<file path="config.mk">
export PLATFORM = sky130hd
export DESIGN_NAME = fp16_divider_unit
export DESIGN_NICKNAME = d
export VERILOG_FILES = /design/src/rtl/fp16d_pkg.sv /design/src/rtl/fp16_divider_unit.sv
export SDC_FILE = /design/constraint.sdc
export NUM_CORES = 2
export LEC_CHECK = 0
export ABC_AREA = 1
export BUFFER_PORTS_ARGS = -buffer_cell sky130_fd_sc_hd__buf_2
export CORE_MARGIN = 2
export CORE_UTILIZATION = 56
export DETAILED_ROUTE_END_ITERATION = 8
export HOLD_SLACK_MARGIN = 0.02
export PLACE_DENSITY = 0.76
export SYNTH_ARGS = -nofsm -noshare
export SYNTH_HDL_FRONTEND = slang
export SYNTH_SLANG_ARGS = --single-unit
export TNS_END_PERCENT = 20
</file>
<file path="constraint.sdc">
create_clock -name clk -period 3.6 [get_ports clk]
set_input_delay 0.18 -clock clk [delete_from_list [all_inputs] [get_ports clk]]
set_output_delay 0.18 -clock clk [all_outputs]
set_load 0.01 [all_outputs]
</file>
<file path="src/rtl/fp16d_pkg.sv">
`timescale 1ns / 1ps
package fp16d_pkg;

	localparam int DIV_STEPS = 33;
	localparam int REG_W     = 45;
	localparam int QUOT_W    = 33;
	localparam int MANT_W    = 11;

	localparam logic [15:0] SAT_MAG = 16'h7bff;

	typedef struct packed {
		logic              dz;
		logic              sq;
		logic signed [6:0] eq;
		logic [MANT_W-1:0] md;
	} side_t;

endpackage

</file>
<file path="src/rtl/fp16_divider_unit.sv">
`timescale 1ns / 1ps
// Half-precision divider, fully pipelined.
// Pipeline: done rises after decode, 33 divide steps one per stage,
// leading-one search, and round and pack, each registered in turn.
// Throughput: one word per cycle; busy is always low, the receiver cannot stall.
// Reset: arst_n clears all valid bits asynchronously; payload is not reset.
module fp16_divider_unit
	import fp16d_pkg::*;
(
	input  logic        clk,
	input  logic        arst_n,
	input  logic        start,
	output logic        busy,
	input  logic [15:0] dividend_bits,
	input  logic [15:0] divisor_bits,
	output logic        done,
	output logic [15:0] quotient_bits
);

	// no backpressure anywhere: a word can enter every cycle
	assign busy = 1'b0;

	// ---------------- stage 1: unpack ----------------
	logic [4:0]        ex, ed;
	logic [9:0]        fx, fd;
	logic [4:0]        ex_eff, ed_eff;
	logic [MANT_W-1:0] mx, md;
	side_t             side_in;

	always_comb begin
		ex = dividend_bits[14:10];
		ed = divisor_bits[14:10];
		fx = dividend_bits[9:0];
		fd = divisor_bits[9:0];
		// denormal: exponent 1, no hidden bit (zero dividend keeps exponent 0)
		if (ex == 5'd0) begin
			ex_eff = (fx != 10'd0) ? 5'd1 : 5'd0;
			mx     = {1'b0, fx};
		end else begin
			ex_eff = ex;
			mx     = {1'b1, fx};
		end
		if (ed == 5'd0) begin
			ed_eff = 5'd1;
			md     = {1'b0, fd};
		end else begin
			ed_eff = ed;
			md     = {1'b1, fd};
		end
		side_in.dz = (divisor_bits[14:0] == 15'd0);
		side_in.sq = dividend_bits[15] ^ divisor_bits[15];
		side_in.eq = $signed({2'b00, ex_eff}) - $signed({2'b00, ed_eff}) + 7'sd15;
		side_in.md = md;
	end

	// ---------------- divide steps ----------------
	// entry 0 is the unpack stage, entry i holds the result of step i
	logic             dv_vld_s [0:DIV_STEPS];
	logic [REG_W-1:0] dv_rem_s [0:DIV_STEPS];
	side_t            dv_side_s[0:DIV_STEPS];

	always_ff @(posedge clk or negedge arst_n) begin
		if (!arst_n) begin
			dv_vld_s[0] <= 1'b0;
		end else begin
			dv_vld_s[0] <= start;
		end
	end

	always_ff @(posedge clk) begin
		dv_rem_s[0]  <= {{(REG_W-MANT_W-22){1'b0}}, mx, 22'd0};
		dv_side_s[0] <= side_in;
	end

	for (genvar i = 0; i < DIV_STEPS; i++) begin : g_step
		logic [REG_W-1:0] sh, den, nxt;

		always_comb begin
			sh  = {dv_rem_s[i][REG_W-2:0], 1'b0};
			den = {1'b0, dv_side_s[i].md, {QUOT_W{1'b0}}};
			// non-restoring: add when negative, subtract when positive
			nxt = dv_rem_s[i][REG_W-1] ? (sh + den) : (sh - den);
			nxt[0] = ~nxt[REG_W-1];
		end

		always_ff @(posedge clk or negedge arst_n) begin
			if (!arst_n) begin
				dv_vld_s[i+1] <= 1'b0;
			end else begin
				dv_vld_s[i+1] <= dv_vld_s[i];
			end
		end

		always_ff @(posedge clk) begin
			dv_rem_s[i+1]  <= nxt;
			dv_side_s[i+1] <= dv_side_s[i];
		end
	end

	// ---------------- leading-one search ----------------
	logic [QUOT_W-1:0] q;
	logic [4:0]        lz;
	logic              found;
	logic [QUOT_W-1:0] qn;
	logic signed [6:0] enew_c;

	always_comb begin
		q     = dv_rem_s[DIV_STEPS][QUOT_W-1:0];
		lz    = 5'd0;
		found = 1'b0;
		// bits 32 down to 11
		for (int p = 32; p >= 11; p--) begin
			if (!found && q[p]) begin
				found = 1'b1;
				lz    = 5'(32 - p);
			end
		end
		qn     = q << lz;
		enew_c = dv_side_s[DIV_STEPS].eq + 7'sd10 - $signed({2'b00, lz});
	end

	logic              lo_vld_s;
	logic              lo_dz_s, lo_sq_s;
	logic [MANT_W-1:0] lo_mant_s;
	logic              lo_rnd_s;
	logic signed [6:0] lo_exp_s;

	always_ff @(posedge clk or negedge arst_n) begin
		if (!arst_n) begin
			lo_vld_s <= 1'b0;
		end else begin
			lo_vld_s <= dv_vld_s[DIV_STEPS];
		end
	end

	always_ff @(posedge clk) begin
		lo_dz_s   <= dv_side_s[DIV_STEPS].dz;
		lo_sq_s   <= dv_side_s[DIV_STEPS].sq;
		lo_mant_s <= found ? qn[32:22] : '0;
		lo_rnd_s  <= found ? qn[21] : 1'b0;
		lo_exp_s  <= found ? enew_c : 7'sd0;
	end

	// ---------------- denormalize, round, pack ----------------
	logic [3:0]        k;
	logic [MANT_W-1:0] m_sh;
	logic              rnd;
	logic [MANT_W:0]   m_rd;
	logic signed [6:0] e_fin;
	logic [9:0]        frac;
	logic [15:0]       res;

	always_comb begin
		k     = 4'd0;
		m_sh  = lo_mant_s;
		rnd   = lo_rnd_s;
		e_fin = lo_exp_s;
		if (lo_exp_s <= 7'sd0) begin
			if (lo_exp_s >= -7'sd10) begin
				k    = 4'(-lo_exp_s);
				rnd  = lo_mant_s[k];
				m_sh = lo_mant_s >> (k + 4'd1);
			end else begin
				rnd  = 1'b0;
				m_sh = '0;
			end
			e_fin = 7'sd0;
		end
		m_rd = {1'b0, m_sh} + {{MANT_W{1'b0}}, rnd};
		frac = m_rd[9:0];
		if (e_fin > 7'sd0) begin
			// rounding carry out of the significand
			if (m_rd[11]) begin
				frac  = m_rd[10:1];
				e_fin = e_fin + 7'sd1;
			end
		end else if (m_rd[10]) begin
			e_fin = 7'sd1;
		end
		if (lo_dz_s) begin
			res = SAT_MAG;
		end else if (e_fin > 7'sd30) begin
			res = {lo_sq_s, SAT_MAG[14:0]};
		end else if (m_rd == '0) begin
			res = 16'h0000;
		end else begin
			res = {lo_sq_s, e_fin[4:0], frac};
		end
	end

	always_ff @(posedge clk or negedge arst_n) begin
		if (!arst_n) begin
			done <= 1'b0;
		end else begin
			done <= lo_vld_s;
		end
	end

	always_ff @(posedge clk) begin
		quotient_bits <= res;
	end

endmodule
</file>
# After elaboration in Yosys (flattened, before gate mapping)
# Memories as Yosys holds them, arrays and structs flattened.
# Cells that the tools add are included.
dict set report totals {
  out_inout_bits 18
  input_bits 35
  ff_bits 73
  wordCells 305
  ram_bits 2210
  n_memories 2
}
# name depth width read_ports rd_clocked_by_memory_dff wr line_no
set memory_table {}
lappend memory_table {dv_rem_s 34 45 34 0 34 fp16_divider_unit.sv:59} ;# logic [REG_W-1:0] dv_rem_s [0:DIV_STEPS];
lappend memory_table {dv_side_s 34 20 34 0 34 fp16_divider_unit.sv:60} ;# side_t dv_side_s[0:DIV_STEPS];
dict set report op_classes {
  n_shift 2
  bitwise 34
  reduce_logical 49
  muxes 95
  add_sub_neg 74
  order_cmp 5
}
# cell count
set ops {}
lappend ops {{$add 45x44->45} 33}
lappend ops {{$mux 45} 33}
lappend ops {{$sub 45x44->45} 33}
lappend ops {{$mux 11} 4}
lappend ops {{$mux 5} 8}
lappend ops {{$not 1->1} 33}
lappend ops {{$shl 33x5->33} 1}
lappend ops {{$mux 16} 2}
lappend ops {{$mux 4} 8}
lappend ops {{$mux 7} 4}
lappend ops {{$mux 1} 27}
lappend ops {{$logic_and 1x1->1} 21}
lappend ops {{$logic_not 1->1} 21}
lappend ops {{$mux 10} 2}
lappend ops {{$logic_not 15->1} 1}
lappend ops {{$add 11x1->12} 1}
lappend ops {{$logic_not 12->1} 1}
lappend ops {{$mux 3} 4}
lappend ops {{$shr 11x4->11} 1}
lappend ops {{$logic_not 5->1} 2}
lappend ops {{$reduce_bool 10->1} 1}
lappend ops {{$add 6x5->7 const B} 1}
lappend ops {{$add 7x2->7 const B} 1}
lappend ops {{$add 7x5->7 const B} 1}
lappend ops {{other kinds (14)} 15}

# Depth between registers and ports, before layout
# An unclocked memory read counts as a cell.
dict set report logic_depth {
  word_depth 66
  ltp_mapped 27
  depth_no_buf 26
}

# Worst setup path before layout
# Ideal clock, no wire load.
dict set report synth_timing {
  path_kind {flip-flop to flip-flop}
  from {memory dv_rem_s[33][30]}
  to {register lo_exp_s[6]}
  stages_incl_launch_ff 23
  arrival_ns 3.411
  synth_period_minus_slack_ns 3.481
  n_path_buf 1
  required_ns 3.530
  setup_ns 0.070
  path_slack_ns 0.119
  path_cell_list {dfxtp_1 > nor2_1 > nand4_1 > nor2_1 > nand4_1 > nor2_1 > nand4_1 > nor2_1 > nand4_1 > nor3_1 > o21ai_0 > nand3_1 > inv_1 > clkbuf_1 > ha_1 > ha_1 > a21oi_1 > inv_1 > a31oi_1 > nor2_1 > o21a_1 > or3_1 > a21oi_1}
}
# item line_no
set synth_lines {}
lappend synth_lines {{start: declaration} fp16_divider_unit.sv:59}
lappend synth_lines {{end signal: assignment} fp16_divider_unit.sv:141} ;# lo_exp_s <= found ? enew_c : 7'sd0;
lappend synth_lines {{end: declaration} fp16_divider_unit.sv:126} ;# logic signed [6:0] lo_exp_s;

==> results_dict.tcl <==
set metrics [dict create \
    outcome "completed" \
    worst_ir_drop_vdd_uv 529 \
    fp.dieArea_um2 106000 \
    synth-seq-area-share_pct 60.4 \
    grt_setup_unrepaired "yes" \
    clockBufferDepth 3 \
    synthesis.yosys.warnings 0 \
    relSlewSlack_pct 44.3 \
    most_instantiated_flip_flop_cell_in_the_synthesis_netlist "sky130_fd_sc_hd__dfxtp_1" \
    drc 0 \
    fp-row-count 117 \
    tritoncts "done" \
    detail_routed_via_count_per_cell 4.88 \
    die-height_um 325 \
    track_usage_pct 17.6 \
    place_area_um2 59700 \
    floorplan.initialDensity_pct 56.5 \
    worstReg2RegStart "dv_rem_s[33][32]" \
    maxCapViolations 0 \
    worstRegToRegCells 24 \
    syn-mean-instance-area_um2 10.8 \
    layout_min_cycle_time_ps 3430 \
    boundaryPins 53 \
    gr-usage-met3_pct 3.01 \
    yosys.cell_types.count 56 \
    place.detailed.instances 6766 \
    regToRegEndpoint "lo_exp_s[5]" \
    cell_leakage_power_nw 30.0 \
    preCtsSetupSlack_ps 116 \
    ys_async_sr_fraction_pct 2.08 \
    yosys_register_bits 1732 \
    hold_violations 0 \
    critPathKind "reg -> reg" \
    design_area_um2 65700 \
    place_congestion 0.850 \
    hp-start "dividend_bits[10]" \
    synthToLayoutAreaGrowth_pct 13.9 \
    routedWlPerCell_um 13.2 \
    routed-via-count 34600 \
    hold-path-cell-count 3 \
    setup-violations-final 0 \
    setup_ws_post_layout_ps 169 \
    worst_pin_slew_ps 835 \
    cts.reportedPaths.clkPinSlew_ps 60 \
    setup_crit_start_kind "register" \
    post_synth_edffs 0 \
    post-dp-hpwl_um 66000 \
    timing.hold.worst.class "in -> reg" \
    clock_tree.htree_level_count 4 \
    finalClockSkew_ps 17.7 \
    layout.nets 6055 \
    final_critical_path_share_of_the_clock_period_pct 95.3 \
    max_clock_freq_mhz 291 \
    detailed_routing_iterations_pass_1 5 \
    synthCells 5349 \
    crit_path_dat_ps 4030 \
    synth_nets 5804 \
    vias_in_the_first_global_route 34300 \
    critPathRequiredTime_ps 4200 \
    antenna_left 0 \
    numPortBuffers 51 \
    die_width_um 325 \
    worst_reg2reg_setup_slack_ps 170 \
    layout-drive-gt1-share_pct 7.28 \
    min_to "dv_side_s[0][11]" \
    root_buffer "sky130_fd_sc_hd__clkbuf_16" \
    power_per_standard_cell_area_nw_per_um2 1090 \
    mappedNetlistArea_um2 57700 \
    wirelength_um 93500 \
    drv_slew 0 \
    clock_sink_count 1732 \
    cts_buffers 161 \
    critical_path.max_fanout 3 \
    drt-initial-drc-count 1628 \
    core_area_um2 102000 \
    layoutNonFillerInstCount 7098 \
    grt_max_degree 37 \
    antenna_violations_before_repair 0 \
    worst_setup_path_end_kind "register" \
    first_pass_grt_wire_length_um 157000 \
    global_route.overflow_total 0 \
    top_usage_layer "met2" \
    clk_latency_ps 750 \
    use_met2_pct 32.4 \
    global_route.usage.met1_pct 20.5 \
    diodes 0 \
]
==> cell usage after synthesis (6+ instances only) <==
| library cell | n | share of area (%) |
|---|---|---|
| sky130_fd_sc_hd__dfxtp_1 | 1696 | 59 |
| sky130_fd_sc_hd__a21oi_1 | 340 | 2.9 |
| sky130_fd_sc_hd__o21bai_1 | 39 | 0.51 |
| sky130_fd_sc_hd__nand3b_1 | 9 | 0.12 |
| sky130_fd_sc_hd__o31ai_1 | 26 | 0.34 |
| sky130_fd_sc_hd__clkbuf_1 | 21 | 0.14 |
| sky130_fd_sc_hd__nand3_1 | 225 | 2.0 |
| sky130_fd_sc_hd__o211ai_1 | 7 | 0.091 |
| sky130_fd_sc_hd__fa_1 | 33 | 1.1 |
| sky130_fd_sc_hd__o21a_1 | 6 | 0.078 |
| sky130_fd_sc_hd__and2_1 | 6 | 0.065 |
| sky130_fd_sc_hd__xnor2_1 | 188 | 2.9 |
| sky130_fd_sc_hd__inv_1 | 492 | 3.2 |
| sky130_fd_sc_hd__nor3_1 | 100 | 0.87 |
| sky130_fd_sc_hd__dfrtp_1 | 36 | 1.6 |
| sky130_fd_sc_hd__nor4_1 | 7 | 0.076 |
| sky130_fd_sc_hd__or2_2 | 9 | 0.098 |
| sky130_fd_sc_hd__ha_1 | 387 | 8.4 |
| sky130_fd_sc_hd__a31oi_1 | 30 | 0.33 |
| sky130_fd_sc_hd__buf_2 | 7 | 0.061 |
| sky130_fd_sc_hd__nand2_1 | 526 | 3.4 |
| sky130_fd_sc_hd__o41ai_1 | 22 | 0.33 |
| sky130_fd_sc_hd__xor2_1 | 451 | 6.8 |
| sky130_fd_sc_hd__o21ai_0 | 187 | 1.6 |
| sky130_fd_sc_hd__nand4_1 | 53 | 0.57 |
| sky130_fd_sc_hd__nor2_1 | 372 | 2.4 |
| sky130_fd_sc_hd__a21o_1 | 16 | 0.21 |
==> sequential cells by signal, indices dropped and copies added (netlist names), 7 cells and up <==
name           flops
dv_side_s        669
dv_rem_s         990
lo_mant_s         11
dv_vld_s          34
lo_exp_s           7
quotient_bits     16
==> final cells by class <==
cell class | count | area (µm²)
tap | 1368 | 1710
fill | 7821 | 36300
multi-input combinational | 3085 | 21000
clock buffer | 233 | 4620
inverter | 499 | 1880
clock inverter | 60 | 835
sequential | 1732 | 34900
timing repair buffer | 121 | 861
==> kinds of logic (layout without fill, tap and decap cells) <==
group,count (synthesis),after routing,share of synthesized area (%)
flip-flops,1732,1732,60.4
AO/OA/AOI/OAI,689,689,6.66
adder cells (fa/ha/maj),420,420,9.54
buffers and inverters,532,913,3.52
AND/OR/NAND/NOR,1333,1333,10.0
other,1,1,0.00650
XOR/XNOR,642,642,9.84
==> worst max-delay path: stages, from the launching register on <==
cell and delay (ps):
sky130_fd_sc_hd__dfxtp_2 320, sky130_fd_sc_hd__nor2_2 130, sky130_fd_sc_hd__buf_4 120, sky130_fd_sc_hd__buf_4 110
sky130_fd_sc_hd__nand2_4 50, sky130_fd_sc_hd__nor2_4 110, sky130_fd_sc_hd__nand4_1 130, sky130_fd_sc_hd__nor2_2 140
sky130_fd_sc_hd__nand4_1 140, sky130_fd_sc_hd__nor2_2 160, sky130_fd_sc_hd__buf_4 120, sky130_fd_sc_hd__nand4_1 120
sky130_fd_sc_hd__nor2_1 130, sky130_fd_sc_hd__nand4_1 80, sky130_fd_sc_hd__nand2_1 80, sky130_fd_sc_hd__inv_1 50
sky130_fd_sc_hd__nand2_2 90, sky130_fd_sc_hd__ha_2 160, sky130_fd_sc_hd__inv_1 60, sky130_fd_sc_hd__ha_4 170
sky130_fd_sc_hd__fa_2 360, sky130_fd_sc_hd__a21oi_2 140, sky130_fd_sc_hd__o21ba_2 150, sky130_fd_sc_hd__or2_2 100
sky130_fd_sc_hd__a21oi_1 50
==> per-layer routing <==
metal,share of wire [%],up-vias
met3,3.4,185
met5,0,-
met1,43,16000
met2,51,496
li1,-,18000
met4,2.5,0
==> how the worst max path moves through the flow <==
stage / to / from / slack (ps)
after floorplan: lo_exp_s[6] / dv_rem_s[33][30] / 120
after global placement: lo_exp_s[6] / dv_rem_s[33][30] / 160
after detailed placement: lo_exp_s[6] / dv_rem_s[33][30] / 120
after CTS: lo_exp_s[6] / dv_rem_s[33][30] / 80
after global routing: lo_exp_s[6] / dv_rem_s[33][29] / -100
final: lo_exp_s[5] / dv_rem_s[33][32] / 170
==> through the flow <==
step	utilization (%)	hold WS (ps)	setup TNS [ps]	power, mW
4_1_cts	64.2	27.9	0	72.5
2_1_floorplan	-	-116	0	49.2
3_5_place_dp	58.6	289	0	55.0
3_3_place_gp	58.6	288	0	54.2
6_report	64.4	61.7	0	72.0
5_1_grt	64.4	45.7	-261	77.7
==> where the power goes <==
group / internal, mW / switching, mW
sequential: 26.2 / 2.53
clock: 9.88 / 6.98
combinational: 11.2 / 15.1
==> what timing repair did <==
item / 4_1_cts / 5_1_grt
gates resized for setup: 0 / 40
endpoints found under the setup margin: 0 / 19
endpoints found under the hold margin: 64 / 0
buffers inserted: 0 / 7
hold buffers: 32 / 0
==> placed cells by master, fill, tap and decap left out, types with 51 or more instances in the layout <==
cell type                      n
sky130_fd_sc_hd__dfxtp_1    1695
sky130_fd_sc_hd__nand2_1     522
sky130_fd_sc_hd__inv_1       487
sky130_fd_sc_hd__xor2_1      451
sky130_fd_sc_hd__ha_1        380
sky130_fd_sc_hd__nor2_1      363
sky130_fd_sc_hd__a21oi_1     336
sky130_fd_sc_hd__nand3_1     224
sky130_fd_sc_hd__xnor2_1     188
sky130_fd_sc_hd__o21ai_0     186
sky130_fd_sc_hd__clkbuf_16   162
sky130_fd_sc_hd__nor3_1       99
sky130_fd_sc_hd__nand4_1      53
sky130_fd_sc_hd__buf_2        51
No activity file was read; power rests on OpenSTA's default activity.
